==> src/hdl/lambda_term_byte_tokenizer_macros.svh <==
// Assertion macros for the tokenizer; clk and rst_n come from the using module.
`ifndef LAMBDA_TERM_BYTE_TOKENIZER_MACROS_SVH
`define LAMBDA_TERM_BYTE_TOKENIZER_MACROS_SVH
`ifndef NO_ASSERTIONS
`define LTBT_ASSERT_IMP(lbl, ante, cons, msg) \
  lbl: assert property (@(posedge clk) disable iff (!rst_n) (ante) |-> (cons)) \
    else $error(msg);
`define LTBT_ASSERT_NXT(lbl, ante, cons, msg) \
  lbl: assert property (@(posedge clk) disable iff (!rst_n) (ante) |=> (cons)) \
    else $error(msg);
`else
`define LTBT_ASSERT_IMP(lbl, ante, cons, msg)
`define LTBT_ASSERT_NXT(lbl, ante, cons, msg)
`endif
`endif

==> src/hdl/ltbt_pkg.sv <==
package ltbt_pkg;

  localparam int LINE_WIDTH_DEF = 16;
  localparam logic [15:0] FIRST_LINE_RST = 16'd1;

  localparam int MAX_RES   = 3;
  localparam int RES_CNT_W = 2;
  localparam int QDEPTH    = 4;
  localparam int QAW       = $clog2(QDEPTH);
  localparam int QCNT_W    = $clog2(QDEPTH + 1);

  localparam int PADDR_W = 3;
  localparam logic [0:0] REG_FIRST_LINE = 1'b0;

  localparam logic [7:0] LEAD_BYTE = 8'hCE;
  localparam logic [7:0] TAIL_BYTE = 8'hBB;
  localparam logic [7:0] CONT_LOW  = 8'h80;
  localparam logic [7:0] CONT_HIGH = 8'hBF;

  localparam logic [7:0] BYTE_SP    = 8'h20;
  localparam logic [7:0] BYTE_TAB   = 8'h09;
  localparam logic [7:0] BYTE_CR    = 8'h0D;
  localparam logic [7:0] BYTE_FF    = 8'h0C;
  localparam logic [7:0] BYTE_VT    = 8'h0B;
  localparam logic [7:0] BYTE_LF    = 8'h0A;
  localparam logic [7:0] BYTE_HASH  = 8'h23;
  localparam logic [7:0] BYTE_DOT   = 8'h2E;
  localparam logic [7:0] BYTE_LPAR  = 8'h28;
  localparam logic [7:0] BYTE_RPAR  = 8'h29;
  localparam logic [7:0] BYTE_EQ    = 8'h3D;
  localparam logic [7:0] BYTE_BSL   = 8'h5C;
  localparam logic [7:0] BYTE_ZERO  = 8'h30;
  localparam logic [7:0] BYTE_NINE  = 8'h39;

  typedef enum logic [3:0] {
    TK_END       = 4'd0,
    TK_NEWLINE   = 4'd1,
    TK_DOT       = 4'd2,
    TK_LPAREN    = 4'd3,
    TK_RPAREN    = 4'd4,
    TK_EQUALS    = 4'd5,
    TK_LAMBDA    = 4'd6,
    TK_NAMEBYTE  = 4'd7,
    TK_NAMEEND   = 4'd8,
    TK_TRUNC     = 4'd9,
    TK_DIGITNAME = 4'd10
  } token_kind_t;

  typedef enum logic [2:0] {
    MODE_IDLE    = 3'd0,
    MODE_COMMENT = 3'd1,
    MODE_IDLE_CE = 3'd2,
    MODE_NAME    = 3'd3,
    MODE_NAME_CE = 3'd4
  } scan_mode_t;

  typedef struct packed {
    token_kind_t kind;
    logic [15:0] line;
    logic [7:0]  ch;
    logic        last;
  } tok_t;

  typedef struct packed {
    logic        en;
    logic [15:0] value;
  } cfg_wr_t;

endpackage

==> src/hdl/lambda_term_byte_tokenizer.sv <==
// Channel   Direction  Handshake         Payload
// in_       input      in_valid/in_stall  in_byte, in_at_end
// out_      output     out_valid/out_stall out_token_kind, out_line_number,
//                                          out_name_char, out_last_of_run
// cfg       APB slave  psel/penable/pready paddr, pwdata, prdata
//
// One input item is decoded per cycle; its zero to three results enter a
// four-entry result queue in the same cycle and leave one per cycle while out_stall is low.
// Each result is registered in the queue before it reaches the output.
// The input stalls while the queue has no room for three more results.
// Synchronous active-low reset; no clearing pass, ready right after reset.
module lambda_term_byte_tokenizer #(
  parameter int LINE_WIDTH = ltbt_pkg::LINE_WIDTH_DEF
) (
  input  logic                         clk,
  input  logic                         rst_n,
  input  logic                         in_valid,
  output logic                         in_stall,
  input  logic [7:0]                   in_byte,
  input  logic                         in_at_end,
  output logic                         out_valid,
  input  logic                         out_stall,
  output logic [3:0]                   out_token_kind,
  output logic [15:0]                  out_line_number,
  output logic [7:0]                   out_name_char,
  output logic                         out_last_of_run,
  input  logic                         psel,
  input  logic                         penable,
  input  logic                         pwrite,
  input  logic [ltbt_pkg::PADDR_W-1:0] paddr,
  input  logic [31:0]                  pwdata,
  output logic [31:0]                  prdata,
  output logic                         pready
);
  import ltbt_pkg::*;

  `include "lambda_term_byte_tokenizer_macros.svh"

  cfg_wr_t              cfg_wr;
  tok_t [MAX_RES-1:0]   res;
  logic [RES_CNT_W-1:0] res_cnt;
  tok_t                 head;
  logic                 no_room;
  logic                 acc_in;
  logic                 pop;

  assign in_stall = no_room;
  assign acc_in   = in_valid && !in_stall;
  assign pop      = out_valid && !out_stall;

  ltbt_cfg u_cfg (
    .clk     (clk),
    .rst_n   (rst_n),
    .psel    (psel),
    .penable (penable),
    .pwrite  (pwrite),
    .paddr   (paddr),
    .pwdata  (pwdata),
    .prdata  (prdata),
    .pready  (pready),
    .cfg_wr  (cfg_wr)
  );

  ltbt_scan #(
    .LINE_WIDTH (LINE_WIDTH)
  ) u_scan (
    .clk       (clk),
    .rst_n     (rst_n),
    .step      (acc_in),
    .in_byte   (in_byte),
    .in_at_end (in_at_end),
    .cfg_wr    (cfg_wr),
    .res       (res),
    .res_cnt   (res_cnt)
  );

  ltbt_fifo u_fifo (
    .clk       (clk),
    .rst_n     (rst_n),
    .push_cnt  (res_cnt),
    .push_data (res),
    .pop       (pop),
    .head_vld  (out_valid),
    .head      (head),
    .no_room   (no_room)
  );

  assign out_token_kind  = head.kind;
  assign out_line_number = head.line;
  assign out_name_char   = head.ch;
  assign out_last_of_run = head.last;

  `LTBT_ASSERT_NXT(a_end_gives_result, acc_in && in_at_end, out_valid, "end item gave no result")
  `LTBT_ASSERT_IMP(a_end_is_last, out_valid && (out_token_kind == TK_END), out_last_of_run, "end token not last of run")
  `LTBT_ASSERT_IMP(a_char_zero, out_valid && (out_token_kind != TK_NAMEBYTE), out_name_char == 8'h00, "name char set on non-name token")

endmodule

==> src/hdl/ltbt_cfg.sv <==
module ltbt_cfg (
  input  logic                         clk,
  input  logic                         rst_n,
  input  logic                         psel,
  input  logic                         penable,
  input  logic                         pwrite,
  input  logic [ltbt_pkg::PADDR_W-1:0] paddr,
  input  logic [31:0]                  pwdata,
  output logic [31:0]                  prdata,
  output logic                         pready,
  output ltbt_pkg::cfg_wr_t            cfg_wr
);
  import ltbt_pkg::*;

  logic [15:0] first_line_r;
  logic [0:0]  reg_idx;

  assign reg_idx = paddr[PADDR_W-1:2];
  assign pready = 1'b1;

  assign cfg_wr.en    = psel && penable && pwrite && (reg_idx == REG_FIRST_LINE);
  assign cfg_wr.value = pwdata[15:0];

  always_ff @(posedge clk) begin
    if (!rst_n) begin
      first_line_r <= FIRST_LINE_RST;
    end else if (cfg_wr.en) begin
      first_line_r <= cfg_wr.value;
    end
  end

  always_comb begin
    unique case (reg_idx)
      REG_FIRST_LINE: prdata = {16'b0, first_line_r};
      default:        prdata = '0;
    endcase
  end

endmodule

==> src/hdl/ltbt_scan.sv <==
module ltbt_scan #(
  parameter int LINE_WIDTH = ltbt_pkg::LINE_WIDTH_DEF
) (
  input  logic                                    clk,
  input  logic                                    rst_n,
  input  logic                                    step,
  input  logic [7:0]                              in_byte,
  input  logic                                    in_at_end,
  input  ltbt_pkg::cfg_wr_t                       cfg_wr,
  output ltbt_pkg::tok_t [ltbt_pkg::MAX_RES-1:0]  res,
  output logic [ltbt_pkg::RES_CNT_W-1:0]          res_cnt
);
  import ltbt_pkg::*;

  scan_mode_t            mode_r, mode_nxt;
  logic                  bad_r, bad_nxt;
  logic [15:0]           start_r, start_nxt;
  logic [LINE_WIDTH-1:0] count_r, count_nxt;

  logic [LINE_WIDTH+15:0] lc_ext, rst_ext, wr_ext;
  logic [15:0]            lc;

  logic        blank_hit, delim_hit, is_cont;
  logic        idl_emit, idl_open, idl_bad, idl_inc;
  token_kind_t idl_kind;
  logic [7:0]  idl_ch;
  scan_mode_t  idl_mode;
  token_kind_t close_kind;

  logic                         apply_idle;
  tok_t [MAX_RES-1:0]           res_v;
  logic [RES_CNT_W-1:0]         n_v;

  function automatic tok_t mk(token_kind_t k, logic [15:0] ln, logic [7:0] ch);
    tok_t t;
    t.kind = k;
    t.line = ln;
    t.ch   = ch;
    t.last = 1'b0;
    return t;
  endfunction

  assign lc_ext  = {16'b0, count_r};
  assign lc      = lc_ext[15:0];
  assign rst_ext = {{LINE_WIDTH{1'b0}}, FIRST_LINE_RST};
  assign wr_ext  = {{LINE_WIDTH{1'b0}}, cfg_wr.value};

  assign blank_hit = (in_byte == BYTE_SP) || (in_byte == BYTE_TAB) || (in_byte == BYTE_CR) ||
                     (in_byte == BYTE_FF) || (in_byte == BYTE_VT);
  assign delim_hit = blank_hit || (in_byte == BYTE_LF) || (in_byte == BYTE_DOT) ||
                     (in_byte == BYTE_LPAR) || (in_byte == BYTE_RPAR) ||
                     (in_byte == BYTE_BSL) || (in_byte == BYTE_EQ);
  assign is_cont  = (in_byte >= CONT_LOW) && (in_byte <= CONT_HIGH);
  assign close_kind = bad_r ? TK_DIGITNAME : TK_NAMEEND;

  // byte seen between tokens
  always_comb begin
    idl_emit = 1'b0;
    idl_kind = TK_END;
    idl_ch   = '0;
    idl_mode = MODE_IDLE;
    idl_open = 1'b0;
    idl_bad  = 1'b0;
    idl_inc  = 1'b0;
    unique case (in_byte) inside
      BYTE_SP, BYTE_TAB, BYTE_CR, BYTE_FF, BYTE_VT: ;
      BYTE_LF: begin
        idl_emit = 1'b1;
        idl_kind = TK_NEWLINE;
        idl_inc  = 1'b1;
      end
      BYTE_HASH: idl_mode = MODE_COMMENT;
      BYTE_DOT: begin
        idl_emit = 1'b1;
        idl_kind = TK_DOT;
      end
      BYTE_LPAR: begin
        idl_emit = 1'b1;
        idl_kind = TK_LPAREN;
      end
      BYTE_RPAR: begin
        idl_emit = 1'b1;
        idl_kind = TK_RPAREN;
      end
      BYTE_EQ: begin
        idl_emit = 1'b1;
        idl_kind = TK_EQUALS;
      end
      BYTE_BSL: begin
        idl_emit = 1'b1;
        idl_kind = TK_LAMBDA;
      end
      LEAD_BYTE: idl_mode = MODE_IDLE_CE;
      [BYTE_ZERO:BYTE_NINE]: begin
        idl_mode = MODE_NAME;
        idl_open = 1'b1;
        idl_bad  = 1'b1;
      end
      default: begin
        idl_emit = 1'b1;
        idl_kind = TK_NAMEBYTE;
        idl_ch   = in_byte;
        idl_mode = MODE_NAME;
        idl_open = 1'b1;
      end
    endcase
  end

  // next state
  always_comb begin
    mode_nxt   = mode_r;
    bad_nxt    = bad_r;
    start_nxt  = start_r;
    count_nxt  = count_r;
    apply_idle = 1'b0;
    if (step) begin
      if (in_at_end) begin
        mode_nxt = MODE_IDLE;
        if (mode_r == MODE_NAME || mode_r == MODE_NAME_CE) begin
          bad_nxt = 1'b0;
        end
      end else begin
        unique case (mode_r)
          MODE_COMMENT: apply_idle = (in_byte == BYTE_LF);
          MODE_IDLE_CE: begin
            if (in_byte == TAIL_BYTE) begin
              mode_nxt = MODE_IDLE;
            end else if (is_cont) begin
              mode_nxt  = MODE_NAME;
              start_nxt = lc;
              bad_nxt   = 1'b0;
            end else begin
              apply_idle = 1'b1;
            end
          end
          MODE_NAME: begin
            if (delim_hit) begin
              bad_nxt    = 1'b0;
              apply_idle = 1'b1;
            end else if (in_byte == LEAD_BYTE) begin
              mode_nxt = MODE_NAME_CE;
            end
          end
          MODE_NAME_CE: begin
            if (in_byte == TAIL_BYTE) begin
              bad_nxt  = 1'b0;
              mode_nxt = MODE_IDLE;
            end else if (is_cont) begin
              mode_nxt = MODE_NAME;
            end else begin
              bad_nxt    = 1'b0;
              apply_idle = 1'b1;
            end
          end
          default: apply_idle = 1'b1;
        endcase
      end
      if (apply_idle) begin
        mode_nxt = idl_mode;
        if (idl_open) begin
          start_nxt = lc;
          bad_nxt   = idl_bad;
        end
        if (idl_inc) begin
          count_nxt = count_r + LINE_WIDTH'(1);
        end
      end
    end
    if (cfg_wr.en) begin
      count_nxt = wr_ext[LINE_WIDTH-1:0];
    end
  end

  // results of this item
  always_comb begin
    res_v = '0;
    n_v   = '0;
    if (in_at_end) begin
      if (mode_r == MODE_IDLE_CE || mode_r == MODE_NAME_CE) begin
        res_v[n_v] = mk(TK_TRUNC, lc, 8'h00);
        n_v = n_v + 2'd1;
      end
      if (mode_r == MODE_NAME || mode_r == MODE_NAME_CE) begin
        res_v[n_v] = mk(close_kind, start_r, 8'h00);
        n_v = n_v + 2'd1;
      end
      res_v[n_v] = mk(TK_END, lc, 8'h00);
      n_v = n_v + 2'd1;
    end else begin
      unique case (mode_r)
        MODE_COMMENT: begin
          if (in_byte == BYTE_LF && idl_emit) begin
            res_v[n_v] = mk(idl_kind, lc, idl_ch);
            n_v = n_v + 2'd1;
          end
        end
        MODE_IDLE_CE: begin
          if (in_byte == TAIL_BYTE) begin
            res_v[n_v] = mk(TK_LAMBDA, lc, 8'h00);
            n_v = n_v + 2'd1;
          end else if (is_cont) begin
            res_v[n_v] = mk(TK_NAMEBYTE, lc, LEAD_BYTE);
            n_v = n_v + 2'd1;
            res_v[n_v] = mk(TK_NAMEBYTE, lc, in_byte);
            n_v = n_v + 2'd1;
          end else begin
            res_v[n_v] = mk(TK_TRUNC, lc, 8'h00);
            n_v = n_v + 2'd1;
            if (idl_emit) begin
              res_v[n_v] = mk(idl_kind, lc, idl_ch);
              n_v = n_v + 2'd1;
            end
          end
        end
        MODE_NAME: begin
          if (delim_hit) begin
            res_v[n_v] = mk(close_kind, start_r, 8'h00);
            n_v = n_v + 2'd1;
            if (idl_emit) begin
              res_v[n_v] = mk(idl_kind, lc, idl_ch);
              n_v = n_v + 2'd1;
            end
          end else if (in_byte != LEAD_BYTE && !bad_r) begin
            res_v[n_v] = mk(TK_NAMEBYTE, lc, in_byte);
            n_v = n_v + 2'd1;
          end
        end
        MODE_NAME_CE: begin
          if (in_byte == TAIL_BYTE) begin
            res_v[n_v] = mk(close_kind, start_r, 8'h00);
            n_v = n_v + 2'd1;
            res_v[n_v] = mk(TK_LAMBDA, lc, 8'h00);
            n_v = n_v + 2'd1;
          end else if (is_cont) begin
            if (!bad_r) begin
              res_v[n_v] = mk(TK_NAMEBYTE, lc, LEAD_BYTE);
              n_v = n_v + 2'd1;
              res_v[n_v] = mk(TK_NAMEBYTE, lc, in_byte);
              n_v = n_v + 2'd1;
            end
          end else begin
            res_v[n_v] = mk(TK_TRUNC, lc, 8'h00);
            n_v = n_v + 2'd1;
            res_v[n_v] = mk(close_kind, start_r, 8'h00);
            n_v = n_v + 2'd1;
            if (idl_emit) begin
              res_v[n_v] = mk(idl_kind, lc, idl_ch);
              n_v = n_v + 2'd1;
            end
          end
        end
        default: begin
          if (idl_emit) begin
            res_v[n_v] = mk(idl_kind, lc, idl_ch);
            n_v = n_v + 2'd1;
          end
        end
      endcase
    end
    if (n_v != '0) begin
      res_v[n_v - 2'd1].last = 1'b1;
    end
    res     = res_v;
    res_cnt = step ? n_v : '0;
  end

  always_ff @(posedge clk) begin
    if (!rst_n) begin
      mode_r  <= MODE_IDLE;
      bad_r   <= 1'b0;
      start_r <= '0;
      count_r <= rst_ext[LINE_WIDTH-1:0];
    end else begin
      mode_r  <= mode_nxt;
      bad_r   <= bad_nxt;
      start_r <= start_nxt;
      count_r <= count_nxt;
    end
  end

endmodule

==> src/hdl/ltbt_fifo.sv <==
module ltbt_fifo (
  input  logic                                   clk,
  input  logic                                   rst_n,
  input  logic [ltbt_pkg::RES_CNT_W-1:0]         push_cnt,
  input  ltbt_pkg::tok_t [ltbt_pkg::MAX_RES-1:0] push_data,
  input  logic                                   pop,
  output logic                                   head_vld,
  output ltbt_pkg::tok_t                         head,
  output logic                                   no_room
);
  import ltbt_pkg::*;

  tok_t              mem [QDEPTH];
  logic [QAW-1:0]    wr_ptr_r, wr_ptr_nxt;
  logic [QAW-1:0]    rd_ptr_r, rd_ptr_nxt;
  logic [QCNT_W-1:0] count_r, count_nxt;

  assign head_vld = (count_r != '0);
  assign head     = mem[rd_ptr_r];
  // hold the input unless a full item's worth of results fits
  assign no_room  = (count_r > QCNT_W'(QDEPTH - MAX_RES));

  assign wr_ptr_nxt = wr_ptr_r + QAW'(push_cnt);
  assign rd_ptr_nxt = rd_ptr_r + QAW'(pop);
  assign count_nxt  = count_r + QCNT_W'(push_cnt) - QCNT_W'(pop);

  always_ff @(posedge clk) begin
    for (int i = 0; i < MAX_RES; i++) begin
      if (RES_CNT_W'(i) < push_cnt) begin
        mem[wr_ptr_r + QAW'(i)] <= push_data[i];
      end
    end
  end

  always_ff @(posedge clk) begin
    if (!rst_n) begin
      wr_ptr_r <= '0;
      rd_ptr_r <= '0;
      count_r  <= '0;
    end else begin
      wr_ptr_r <= wr_ptr_nxt;
      rd_ptr_r <= rd_ptr_nxt;
      count_r  <= count_nxt;
    end
  end

endmodule

==> config.mk <==
export PLATFORM = sky130hd
export DESIGN_NAME = lambda_term_byte_tokenizer
export DESIGN_NICKNAME = d
export VERILOG_FILES = /design/src/hdl/ltbt_pkg.sv /design/src/hdl/lambda_term_byte_tokenizer.sv /design/src/hdl/ltbt_cfg.sv /design/src/hdl/ltbt_scan.sv /design/src/hdl/ltbt_fifo.sv
export VERILOG_INCLUDE_DIRS = /design/src /design/src/hdl
export SDC_FILE = /design/constraint.sdc
export NUM_CORES = 1
export LEC_CHECK = 0
export BUFFER_PORTS_ARGS = -buffer_cell sky130_fd_sc_hd__buf_4
export CELL_PAD_IN_SITES_DETAIL_PLACEMENT = 0
export CELL_PAD_IN_SITES_GLOBAL_PLACEMENT = 1
export CORE_ASPECT_RATIO = 2
export CORE_MARGIN = 3
export CORE_UTILIZATION = 40
export CTS_CLUSTER_DIAMETER = 60
export DETAILED_ROUTE_END_ITERATION = 8
export GPL_ROUTABILITY_DRIVEN = 0
export PLACE_DENSITY = 0.74
export SLEW_MARGIN = 15
export SYNTH_ARGS = -nofsm -noshare
export SYNTH_HDL_FRONTEND = slang
export SYNTH_SLANG_ARGS = --single-unit
==> constraint.sdc <==
create_clock -name clk -period 6.3 [get_ports clk]
set_clock_uncertainty 0.15 [all_clocks]
set_input_delay 1.89 -clock clk [delete_from_list [all_inputs] [get_ports clk]]
set_output_delay 1.89 -clock clk [all_outputs]
set_load 0.03 [all_outputs]
==> impl_metrics.json <==
{
  "drt-pass1-iter-count": 5,
  "status": "complete, no violations",
  "ctsResizeCount": 0,
  "synth_xor_area_share_pct": 1.92,
  "synth_mux_area_share_pct": 14.6,
  "postSynth.asyncResetShare_pct": 0,
  "core_um2": 25800,
  "relSlewSlack_pct": 31.3,
  "ir_drop_mv": 0.232,
  "rsz0062_at_grt": "no",
  "routedWlPerCell_um": 22.1,
  "synthTopCellsByArea": "edfxtp_1, dfxtp_1, mux4_2, mux2_2, nand2_1",
  "synth_compound_gate_area_share_pct": 16.9,
  "clk-insertion-delay-late_ns": 0.45,
  "synth_most_common_cell": "edfxtp_1",
  "routed_wl_um": 30800,
  "vias": 8180,
  "start_util_pct": 40.7,
  "dieArea_um2": 28300,
  "holdBufCountCts": 0,
  "yosys.area.top_type": "edfxtp_1",
  "htree_levels": 4,
  "cts_inserted_buffers": 17,
  "hold_path.class": "reg -> reg",
  "synth_fa_ha_area_share_pct": 1.27,
  "cts_tree": "built",
  "ioPinCount": 115,
  "grt_pass1_vias": 8390,
  "cp-end-kind": "flip-flop",
  "dpl.hpwl_um": 22500,
  "critPathTopFamily": "adder cells",
  "clock_path_buffers": 2,
  "powerDensity_nw_per_um2": 327,
  "crit_chain": "buf_4, nand2b_1, clkinv_1, ha_1, o21ai_0, a32oi_1, o31a_1, nor2_1, inv_1, ha_1, inv_1, fa_1, xor2_1, xnor2_1, nor2_1",
  "crit_buf_inv": 4,
  "grt_overflow": 0,
  "clock_sinks": 175,
  "grt_max_degree": 51,
  "setup_tns_ns": 0,
  "nets": 1101,
  "hold_viol": 0,
  "yosys.area_share.simple_pct": 15.3,
  "critPathMaxStageDelay_ns": 0.43,
  "final.fill_count": 2520,
  "setup_viol": 0,
  "max_freq_mhz": 195,
  "cp_max_fo": 10,
  "finalInstanceArea_um2": 11900,
  "clockRootBuffer": "clkbuf_16",
  "synth_top_area_share_pct": 33.2,
  "drc": 0,
  "ant_nets": 0,
  "fin_crit_ns": 5.14,
  "syn_area_per_cell_um2": 10.6,
  "place_area_um2": 11400,
  "cap_violations": 0,
  "port_buffers": 79,
  "fp.dieH_um": 235,
  "synth_seq_cells": 175,
  "drtIter0Drc": 424,
  "start_kind": "primary input",
  "synth.distinct_cells": 84,
  "cts_setup_buffers": 0,
  "grt_usage_pct": 22.2,
  "synth_ff_type": "edfxtp_1",
  "synth_common_cells": "edfxtp_1, nand2_1, a21oi_1",
  "syn_inst": 989,
  "antenna_cells": 0,
  "die_x_um": 120,
  "clkTransAtPathRegs_ns": 0.06,
  "leakage_nw": 4.29,
  "syn_area_um2": 10500,
  "crit_type": "in -> reg",
  "drive_gt1_share_pct": 25.3,
  "slew_violations": 0,
  "period_share_pct": 81.6,
  "rows": 83,
  "grt_pass1_wl_um": 48100,
  "antenna_found_initial": 0,
  "area_growth_syn_to_layout_pct": 13.9,
  "arrival_ns": 5.29,
  "via_per_inst": 5.87,
  "worstPathRequired_ns": 6.45,
  "synth_top_family_by_area": "compound AO/OA/AOI/OAI gates",
  "worst_pin_slew_ns": 1.03,
  "yosysSeqAreaShare_pct": 44.5,
  "ys_warn_count": 0,
  "slowest_stage": "fa_1",
  "synth_edf_count": 116
}
==> stage by stage <==
stage | worst slack, ns | std cells | hold slack [ns] | utilization (%) | power (mW)
floorplan | 0.491 | 1004 | 0.282 | - | 2.47
global placement | 0.542 | 1361 | 0.289 | 44.3 | 2.96
detailed placement | 0.586 | 1361 | 0.295 | 44.3 | 2.97
CTS | 1.03 | 1393 | 0.305 | 46.3 | 3.94
global route | 0.920 | 1393 | 0.315 | 46.4 | 4.09
finish | 1.16 | 1393 | 0.303 | 46.4 | 3.91
==> logic make-up after synthesis <==
logic type,count (synthesis)
compound gates,258
xor+xnor,23
fa+ha+maj,10
buf+inv,117
flops,175
mux,103
other cells,2
simple gates,301
==> state kept, by name, indices dropped and copies added, names as in the netlist <==
name                cells
u_cfg.first_line_r     16
u_scan.start_r         16
u_fifo.rd_ptr_r         2
u_fifo.wr_ptr_r         2
u_scan.bad_r            1
u_fifo.mem            116
u_scan.mode_r           3
u_fifo.count_r          3
u_scan.count_r         16
==> worst reg2reg max path, delay by kind of cell, from the launching register on <==
family                     cells  cell delay (ns)
xor gates and xnor gates       2             0.32
buffers and inverters          2             0.14
and+or+nand+nor                4             1.50
DFF                            1             0.58
AOI/OAI and AO/OA              2             0.68
adders and majority gates      2             0.71
==> layer usage <==
metal  routed length [um]  vias to the layer above  GRT usage [%]
li1                     -                     3834              -
met1                10700                     3986           22.4
met2                17000                      276           41.6
met3                 1280                       84           3.54
met4                 1850                        0           13.7
met5                    0                        -              0
==> final timing paths <==
check	startpoint	slack [ns]	depth (start not counted)	to
max reg2reg	u_scan.mode_r[1]$_SDFFE_PN0P_	2.07	12	u_fifo.count_r[2]$_SDFF_PN0_
min	u_cfg.first_line_r[12]$_SDFFE_PN0P_	0.30	2	u_cfg.first_line_r[12]$_SDFFE_PN0P_
max	in_byte[6]	1.16	15	u_fifo.count_r[2]$_SDFF_PN0_
min reg2reg	u_cfg.first_line_r[12]$_SDFFE_PN0P_	0.30	2	u_cfg.first_line_r[12]$_SDFFE_PN0P_
==> layout by cell type (no fill, tap or decap), types with 17 or more instances in the layout <==
cell / count
a211oi_1: 17
mux4_2: 29
nor3_1: 19
dfxtp_1: 58
a21oi_1: 58
mux2_2: 51
nand2_1: 96
nor2_1: 55
clkbuf_16: 17
edfxtp_1: 116
nor2b_1: 25
o21ai_0: 41
conb_1: 17
and2_1: 17
a22o_1: 33
buf_4: 115
==> cell type report <==
type                    count  area [um2]  share of cell area (%)
repair buffers            116         883                    7.40
flip-flops and latches    175        4670                    39.1
well taps                 340         425                    3.56
clock inverters            13        91.3                   0.765
clock buffers              19         433                    3.63
multi-input cells         712        5380                    45.0
inverters                  18        67.6                   0.566
==> where the power goes <==
group	internal [mW]	switching, mW	total [mW]	leakage, nW
clock	0.503	0.464	0.968	0.241
combinational	0.552	0.876	1.43	2.49
sequential	1.42	0.0956	1.51	1.55
Power figures use the tool's default switching activity.
